**config.mk**
```make
export PLATFORM = sky130hd
export DESIGN_NAME = sync_crc_block_deframer_core
export DESIGN_NICKNAME = d
export VERILOG_FILES = /design/src/hw/rtl/scbd_pkg.sv /design/src/hw/rtl/sync_crc_block_deframer_core.sv /design/src/hw/rtl/scbd_parse.sv /design/src/hw/rtl/scbd_rq.sv
export SDC_FILE = /design/constraint.sdc
export NUM_CORES = 2
export LEC_CHECK = 0
export BUFFER_PORTS_ARGS = -buffer_cell sky130_fd_sc_hd__buf_2
export CAP_MARGIN = 20
export CORE_MARGIN = 3
export CORE_UTILIZATION = 55
export CTS_CLUSTER_SIZE = 25
export DETAILED_ROUTE_END_ITERATION = 6
export PLACE_DENSITY = 0.72
export SLEW_MARGIN = 20
export SYNTH_ARGS = -nofsm -noshare
export SYNTH_HDL_FRONTEND = slang
export SYNTH_SLANG_ARGS = --single-unit
```
**constraint.sdc**
```tcl
create_clock -name clk -period 13.2 [get_ports clk]
set_input_delay 2.64 -clock clk [delete_from_list [all_inputs] [get_ports clk]]
set_output_delay 2.64 -clock clk [all_outputs]
set_load 0.005 [all_outputs]
```
**src/hw/rtl/scbd_pkg.sv**
```systemverilog
`default_nettype none
package scbd_pkg;

  localparam logic [31:0] SYNC_RESET = 32'h0A55AA50;
  localparam logic [15:0] CRC_POLY   = 16'hA001;
  localparam logic [7:0]  FILL_TYPE  = 8'h01;

  localparam int Q_DEPTH = 8;
  localparam int Q_AW    = $clog2(Q_DEPTH);
  localparam int Q_CW    = $clog2(Q_DEPTH + 1);
  // one item in the input register and one being accepted may each push two words
  localparam logic [Q_CW-1:0] Q_READY_MAX = Q_CW'(Q_DEPTH - 4);

  localparam int TDATA_W = 128;

  typedef struct packed {
    logic        kind;
    logic [7:0]  data_byte;
    logic [31:0] block_address;
    logic [15:0] block_length;
    logic        zero_block;
    logic        crc_ok;
    logic [31:0] place_offset;
    logic [31:0] gap_length;
    logic        last;
  } res_t;

  typedef struct packed {
    logic wr0;
    logic wr1;
  } push_t;

  function automatic logic [15:0] crc16_byte(input logic [15:0] crc, input logic [7:0] b);
    logic [15:0] c;
    c = crc ^ {8'h00, b};
    for (int k = 0; k < 8; k++) begin
      c = c[0] ? ((c >> 1) ^ CRC_POLY) : (c >> 1);
    end
    return c;
  endfunction

endpackage
`default_nettype wire

```
**src/hw/rtl/sync_crc_block_deframer_core.sv**
```systemverilog
`default_nettype none
// channel | dir | handshake          | content
// in_     | in  | in_tvalid/tready   | tdata[7:0] in_byte
// out_    | out | out_tvalid/tready  | tdata report fields, tuser kind, tlast last
// cfg_    | in  | cfg_valid/ready    | cfg_data sync_pattern, always ready
//
// One byte per cycle while in_tready is high; a byte passes an input register, then
// combinational parse logic into an eight-word result queue that drives the output
// directly. A final data byte yields two words, the data word then the frame report.
// in_tready drops while the queue holds more than four words.
// rst_n is synchronous; the block hunts for sync right after reset.
module sync_crc_block_deframer_core (
  input  wire logic                          clk,
  input  wire logic                          rst_n,
  input  wire logic                          in_tvalid,
  output logic                               in_tready,
  input  wire logic [7:0]                    in_tdata,   // in_byte
  output logic                               out_tvalid,
  input  wire logic                          out_tready,
  // data_byte, block_address, block_length, zero_block, crc_ok, place_offset,
  // gap_length, zero pad
  output logic [scbd_pkg::TDATA_W-1:0]       out_tdata,
  output logic                               out_tuser,  // kind
  output logic                               out_tlast,
  input  wire logic                          cfg_valid,
  output logic                               cfg_ready,
  input  wire logic [31:0]                   cfg_data
);
  import scbd_pkg::*;

  localparam int RES_BITS = 8 + 32 + 16 + 1 + 1 + 32 + 32;
  localparam int PAD_W    = TDATA_W - RES_BITS;

  logic        in_vld_r;
  logic [7:0]  in_byte_r;
  logic [31:0] sync_r;
  push_t       push;
  res_t        res0, res1, out_res;
  logic        room;

  assign in_tready = room;
  assign cfg_ready = 1'b1;

  always_ff @(posedge clk) begin
    if (!rst_n) begin
      in_vld_r <= 1'b0;
      sync_r   <= SYNC_RESET;
    end else begin
      in_vld_r <= in_tvalid && in_tready;
      if (cfg_valid && cfg_ready) sync_r <= cfg_data;
    end
  end

  always_ff @(posedge clk) begin
    if (in_tvalid && in_tready) in_byte_r <= in_tdata;
  end

  scbd_parse u_parse (
    .clk          (clk),
    .rst_n        (rst_n),
    .in_vld       (in_vld_r),
    .in_byte      (in_byte_r),
    .sync_pattern (sync_r),
    .push         (push),
    .res0         (res0),
    .res1         (res1)
  );

  scbd_rq u_rq (
    .clk       (clk),
    .rst_n     (rst_n),
    .push      (push),
    .res0      (res0),
    .res1      (res1),
    .rd        (out_tready),
    .room      (room),
    .out_valid (out_tvalid),
    .out_res   (out_res)
  );

  assign out_tdata = {{PAD_W{1'b0}}, out_res.gap_length, out_res.place_offset,
                      out_res.crc_ok, out_res.zero_block, out_res.block_length,
                      out_res.block_address, out_res.data_byte};
  assign out_tuser = out_res.kind;
  assign out_tlast = out_res.last;

endmodule
`default_nettype wire

```
**src/hw/rtl/scbd_parse.sv**
```systemverilog
`default_nettype none
module scbd_parse (
  input  wire logic           clk,
  input  wire logic           rst_n,
  input  wire logic           in_vld,
  input  wire logic [7:0]     in_byte,
  input  wire logic [31:0]    sync_pattern,
  output scbd_pkg::push_t     push,
  output scbd_pkg::res_t      res0,
  output scbd_pkg::res_t      res1
);
  import scbd_pkg::*;

  localparam logic [1:0]  PH_HUNT = 2'd0;
  localparam logic [1:0]  PH_HDR  = 2'd1;
  localparam logic [1:0]  PH_DATA = 2'd2;

  localparam logic [15:0] HDR_CRC_END  = 16'd2;
  localparam logic [15:0] HDR_ADDR_END = 16'd6;
  localparam logic [15:0] HDR_LEN_END  = 16'd8;
  localparam logic [15:0] SYNC_FILL    = 16'd3;

  logic [1:0]  phase_r, phase_nxt;
  logic [23:0] win_r, win_nxt;
  logic [15:0] cnt_r, cnt_nxt;
  logic [15:0] rcrc_r, rcrc_nxt;
  logic [31:0] addr_r, addr_nxt;
  logic [15:0] len_r, len_nxt;
  logic [7:0]  type_r, type_nxt;
  logic [15:0] crc_r, crc_nxt;
  logic [31:0] next_r, next_nxt;
  logic [31:0] base_r, base_nxt;

  logic [15:0] crc_upd;
  logic [15:0] cnt_inc;
  logic [31:0] word;
  logic        fe_fill, fe_ok, fe_good, end_frame;
  logic [31:0] base_eff, gap;
  res_t        fe, dres;

  always_comb begin
    crc_upd  = crc16_byte(crc_r, in_byte);
    cnt_inc  = cnt_r + 16'd1;
    word     = {win_r, in_byte};
    fe_fill  = (phase_r == PH_HDR) && (in_byte == FILL_TYPE);
    fe_ok    = (crc_upd == rcrc_r);
    fe_good  = fe_ok && !fe_fill;
    base_eff = (base_r == 32'd0) ? addr_r : base_r;
    gap      = ((next_r != 32'd0) && (next_r < addr_r)) ? (addr_r - next_r) : 32'd0;

    fe.kind          = 1'b1;
    fe.data_byte     = 8'h00;
    fe.block_address = addr_r;
    fe.block_length  = len_r;
    fe.zero_block    = fe_fill;
    fe.crc_ok        = fe_ok;
    fe.place_offset  = fe_good ? (addr_r - base_eff) : 32'd0;
    fe.gap_length    = fe_good ? gap : 32'd0;
    fe.last          = 1'b1;

    dres               = '0;
    dres.data_byte     = in_byte;
    dres.block_address = addr_r;
    dres.block_length  = len_r;
    dres.last          = 1'b1;

    phase_nxt = phase_r;
    win_nxt   = win_r;
    cnt_nxt   = cnt_r;
    rcrc_nxt  = rcrc_r;
    addr_nxt  = addr_r;
    len_nxt   = len_r;
    type_nxt  = type_r;
    crc_nxt   = crc_r;
    next_nxt  = next_r;
    base_nxt  = base_r;
    push      = '0;
    res0      = '0;
    res1      = '0;
    end_frame = 1'b0;

    if (in_vld) begin
      case (phase_r)
        PH_HDR: begin
          if (cnt_r >= HDR_CRC_END) crc_nxt = crc_upd;
          if (cnt_r < HDR_LEN_END) cnt_nxt = cnt_inc;
          if (cnt_r < HDR_CRC_END) begin
            rcrc_nxt = {in_byte, rcrc_r[15:8]};
          end else if (cnt_r < HDR_ADDR_END) begin
            addr_nxt = {in_byte, addr_r[31:8]};
          end else if (cnt_r < HDR_LEN_END) begin
            len_nxt = {in_byte, len_r[15:8]};
          end else begin
            type_nxt = in_byte;
            if (fe_fill || (len_r == 16'd0)) begin
              push.wr0  = 1'b1;
              res0      = fe;
              end_frame = 1'b1;
            end else begin
              phase_nxt = PH_DATA;
              cnt_nxt   = 16'd0;
            end
          end
        end
        PH_DATA: begin
          crc_nxt  = crc_upd;
          cnt_nxt  = cnt_inc;
          push.wr0 = 1'b1;
          res0     = dres;
          if (cnt_inc == len_r) begin
            res0.last = 1'b0;
            push.wr1  = 1'b1;
            res1      = fe;
            end_frame = 1'b1;
          end
        end
        default: begin
          win_nxt = word[23:0];
          if (cnt_r < SYNC_FILL) cnt_nxt = cnt_inc;
          if ((cnt_r >= SYNC_FILL) && (word == sync_pattern)) begin
            phase_nxt = PH_HDR;
            cnt_nxt   = 16'd0;
            rcrc_nxt  = 16'd0;
            addr_nxt  = 32'd0;
            len_nxt   = 16'd0;
            type_nxt  = 8'd0;
            crc_nxt   = 16'd0;
          end
        end
      endcase
    end

    if (end_frame) begin
      phase_nxt = PH_HUNT;
      cnt_nxt   = 16'd0;
      win_nxt   = 24'd0;
      if (fe_good) begin
        base_nxt = base_eff;
        next_nxt = addr_r + {16'h0000, len_r};
      end
    end
  end

  always_ff @(posedge clk) begin
    if (!rst_n) begin
      phase_r <= PH_HUNT;
      win_r   <= '0;
      cnt_r   <= '0;
      rcrc_r  <= '0;
      addr_r  <= '0;
      len_r   <= '0;
      type_r  <= '0;
      crc_r   <= '0;
      next_r  <= '0;
      base_r  <= '0;
    end else begin
      phase_r <= phase_nxt;
      win_r   <= win_nxt;
      cnt_r   <= cnt_nxt;
      rcrc_r  <= rcrc_nxt;
      addr_r  <= addr_nxt;
      len_r   <= len_nxt;
      type_r  <= type_nxt;
      crc_r   <= crc_nxt;
      next_r  <= next_nxt;
      base_r  <= base_nxt;
    end
  end

  a_two_words_end_frame: assert property (@(posedge clk) disable iff (!rst_n)
    push.wr1 |-> (push.wr0 && res1.kind && res1.last && !res0.kind && !res0.last))
    else $error("second word is not a frame-end report");

  a_hdr_index: assert property (@(posedge clk) disable iff (!rst_n)
    (phase_r == PH_HDR) |-> (cnt_r <= HDR_LEN_END))
    else $error("header index out of range");

endmodule
`default_nettype wire

```
**src/hw/rtl/scbd_rq.sv**
```systemverilog
`default_nettype none
module scbd_rq (
  input  wire logic           clk,
  input  wire logic           rst_n,
  input  wire scbd_pkg::push_t push,
  input  wire scbd_pkg::res_t  res0,
  input  wire scbd_pkg::res_t  res1,
  input  wire logic           rd,
  output logic                room,
  output logic                out_valid,
  output scbd_pkg::res_t      out_res
);
  import scbd_pkg::*;

  res_t            mem_r [Q_DEPTH];
  logic [Q_AW-1:0] wp_r, rp_r;
  logic [Q_CW-1:0] cnt_r;
  logic            pop;

  assign out_valid = (cnt_r != '0);
  assign out_res   = mem_r[rp_r];
  assign pop       = out_valid && rd;
  assign room      = (cnt_r <= Q_READY_MAX);

  always_ff @(posedge clk) begin
    if (push.wr0) mem_r[wp_r] <= res0;
    if (push.wr1) mem_r[wp_r + Q_AW'(1)] <= res1;
  end

  always_ff @(posedge clk) begin
    if (!rst_n) begin
      wp_r  <= '0;
      rp_r  <= '0;
      cnt_r <= '0;
    end else begin
      wp_r  <= wp_r + Q_AW'(push.wr0) + Q_AW'(push.wr1);
      rp_r  <= rp_r + Q_AW'(pop);
      cnt_r <= cnt_r + Q_CW'(push.wr0) + Q_CW'(push.wr1) - Q_CW'(pop);
    end
  end

  a_no_overflow: assert property (@(posedge clk) disable iff (!rst_n)
    cnt_r <= Q_CW'(Q_DEPTH))
    else $error("result queue overflow");

  a_pop_drains: assert property (@(posedge clk) disable iff (!rst_n)
    (pop && !push.wr0) |=> (cnt_r == $past(cnt_r) - Q_CW'(1)))
    else $error("queue count lost a pop");

endmodule
`default_nettype wire
```
==> results.md <==
- Post-CTS Setup Bufs: 0
- Hold_buf cts: 0
- DRT Wirelength: 160 mm
- Core Box Area: 106,000 um2
- Remaining DRCs: 0
- Yosys reg bits: 1,229
- Final Skew: 29.8 ps
- RD Place Congestion: 0.935
- Max-Cap Viols: 0
- Chip width: 333 um
- Pwr/cell area: 131 nW/um2
- Final Non-Filler Cells: 6,305
- Starting density of the core: 55.7%
- Gate power share: 8.7%
- Final Hold Viols: 0
- Num rows: 119
- Setup TNS Final: 0 ps
- Asr flop ratio synth: 0%
- Leak Pwr: 17.6 nW
- Max-Slew Margin vs Limit: 25.2%
- Initial drt markers: 4,195
- Register area share after synthesis: 57.7%
- Clock Tree Buf Depth: 3
- Share of cells above drive strength 1: 17.9%
- Die H: 333 um
- Num CTS Buffers: 131
- IO Port Bufs: 170
- Antenna-violating nets left: 0
- Total gr overflow: 0
- Pint: 6.55 mW
- I/O pin total: 178
- Tot GR Track Use: 28.8%
- Peak supply drop: 94.5 uV
- Clk slew on worst S/H paths: 60 ps
- Placed insts: 6,071
- Die ar.: 111,000 um2
- EDFF count, synth: 936
- Cells after Synth: 4,773
- RSZ-0062 raised after global routing: no
- TritonCTS sink count: 1,229
- Final period util: 51.7%
- Number of global-route vias before repair: 38,600
- CP arrival: 4180 ps
- Final Max Tran Viols: 0
- Nets@finish: 4,935
- Post-CTS resize count: 0
- # setup viols final: 0
- PnR worst setup slack: 6380 ps
- Post-synth cell types: 102
- Synthesis-to-finish area growth: 9.88%
- Initial antenna violation count: 3
- Largest net degree at the start of global routing: 110
- Routed len/inst: 25.4 um
- DP HPWL: 98.7 mm
- Clk Latency, worst-skew pair: 740 ps
- CP Launch Type: flop
- Worst path slowest cell: dfxtp_4
- Clock share of power: 42.0%
- Maximum clock rate: 147 MHz
- Worst path required time: 10,560 ps
- Hold crit path type: reg2reg
- P_sw: 1.96 mW
- Vias per std cell: 6.21
- Syn Area/Cell: 12.3 um2
- DRT Pass-1 Iters: 5
- Largest stage delay on the critical path: 800 ps
- Critical-path cell list: buf_4 > buf_12 > mux4_2 > mux2_2 > buf_2
- CP Capture Type: output pin
- Post-Syn Area: 58,900 um2
- First-pass GRT wire length: 244 mm
- Synth warn: 0
- Sw frac: 23.0%
- R2R Setup Slk: 6970 ps
- CTS tree: built
- Slew @ Worst Pin: 1120 ps
- Root buffer cell: clkbuf_16
- Crit path time final: 6820 ps
- Worst Hold Slack: 462 ps
- Setup WS pre-CTS: 7040 ps
- Sequential power share: 49.3%
- Final-layout fill cell count: 8,168
- Post-layout util: 61.2%
- Maximum fanout along the worst path: 108
- CP Class: reg2out
- H-tree levels: 4
- Status: completed
- Main synth FF type: edfxtp_1
- Vias: 39,200
[power groups by stage]
| stage | clock network [mW] | logic, mW | registers [mW] |
|---|---|---|---|
| global route | 3.76 | 0.801 | 4.20 |
| floorplan | 0 | 0.635 | 4.23 |
| global placement | 0 | 0.747 | 4.28 |
| detailed placement | 0 | 0.753 | 4.28 |
| CTS | 3.61 | 0.755 | 4.20 |
| finish | 3.57 | 0.740 | 4.20 |
[final cells by class]
cell class / count / area (um2) / area share, %
antenna: 2 / 5.00 / 0.00773
clock buffer: 174 / 3650 / 5.64
clock inverter: 56 / 459 / 0.710
inverter: 114 / 468 / 0.723
multi-input combinational: 3094 / 23000 / 35.5
sequential: 1229 / 34000 / 52.5
tap: 1391 / 1740 / 2.69
timing repair buffer: 245 / 1460 / 2.25
[critical path, delay by kind of cell, from the launching register on]
| kind | cells | cell delay, ps |
|---|---|---|
| flip-flops | 1 | 800 |
| multiplexers | 2 | 930 |
| buffers and inverters | 3 | 1360 |
[state kept, by name, indices dropped and copies added (netlist names)]
signal,flops
u_parse.cnt_r,16
u_rq.mem_r,992
u_parse.win_r,24
in_byte_r,8
u_rq.rp_r,3
u_parse.addr_r,32
u_rq.cnt_r,4
u_parse.rcrc_r,16
u_parse.base_r,32
u_parse.crc_r,16
u_parse.next_r,32
u_rq.wp_r,3
in_vld_r,1
sync_r,32
u_parse.len_r,16
u_parse.phase_r,2
[synth_stat cells, types with 17 or more instances]
master     count  area (um2)
a21boi_0      28         210
a21o_1        22         165
a21oi_1      182         911
a22oi_1       43         323
a31oi_1       23         144
and2_1        39         244
buf_1         41         154
buf_2         69         345
buf_6         26         293
clkbuf_1     194         728
dfxtp_1      293        5870
edfxtp_1     936       28100
ha_1          70         876
inv_1        101         379
mux2_2       133        1500
mux2i_1       41         410
mux4_2       248        5590
nand2_1      281        1050
nand2b_1      47         294
nand3_1       65         325
nand4_1       30         188
nor2_1       743        2790
nor2b_1      408        2550
nor3_1        46         230
nor4_1        36         225
o21ai_0      115         576
o2bb2ai_1     66         578
or3_1         17         106
xnor2_1      116        1020
xor2_1        46         403
[path summary, 6_finish.rpt]
check	startpoint	end	cells past startpoint
worst min register to register	u_rq.mem_r[6][120]$_SDFFE_PP0P_	u_rq.mem_r[6][120]$_SDFFE_PP0P_	1
worst min-delay path	u_rq.mem_r[6][120]$_SDFFE_PP0P_	u_rq.mem_r[6][120]$_SDFFE_PP0P_	1
worst max-delay path	u_rq.rp_r[0]$_SDFF_PN0_	out_tdata[84]	5
worst max register to register	u_parse.cnt_r[1]$_SDFFE_PP0P_	u_rq.mem_r[1][36]$_DFFE_PP_	13
[routing by layer]
metal  vias up  global-route usage [%]  routed length (um)
met5         -                       0                   0
met3       319                    4.21               12500
li1      17400                       -                   -
met4         0                    10.6                5850
met1     19600                    39.2               64000
met2      1882                    47.5               77900
[cells by family (layout without fill, tap and decap cells)]
kind of cell / count (synthesis) / count (layout) / share of synthesized area (%)
buffers and inverters: 455 / 589 / 3.45
DFF: 1229 / 1229 / 57.7
adders and majority gates: 89 / 89 / 1.89
and+or+nand+nor: 1795 / 1795 / 14.8
muxes: 422 / 422 / 12.7
xor gates and xnor gates: 169 / 169 / 2.63
other: 2 / 9 / 0.0128
AOI/OAI and AO/OA: 612 / 612 / 6.83
[per-stage QoR]
step / instance area (um2) / power, mW
2_1_floorplan: 58900 / 4.86
3_3_place_gp: 60600 / 5.03
3_5_place_dp: 60600 / 5.03
4_1_cts: 64700 / 8.56
5_1_grt: 64700 / 8.76
6_report: 64700 / 8.50
[layout by cell type, fill, tap and decap left out, drive strengths merged, types with 43 or more instances in the layout]
| cell | count |
|---|---|
| a22oi | 43 |
| buf | 245 |
| mux4 | 248 |
| and2 | 46 |
| xor2 | 47 |
| edfxtp | 936 |
| o2bb2ai | 66 |
| mux2 | 133 |
| dfxtp | 293 |
| inv | 110 |
| nand3 | 66 |
| ha | 70 |
| xnor2 | 120 |
| a21oi | 183 |
| nor2 | 746 |
| nand2b | 50 |
| o21ai | 118 |
| clkinv | 49 |
| nor2b | 408 |
| nand2 | 287 |
| nor3 | 49 |
| clkbuf | 174 |
No activity file was read; power rests on OpenSTA's default activity.
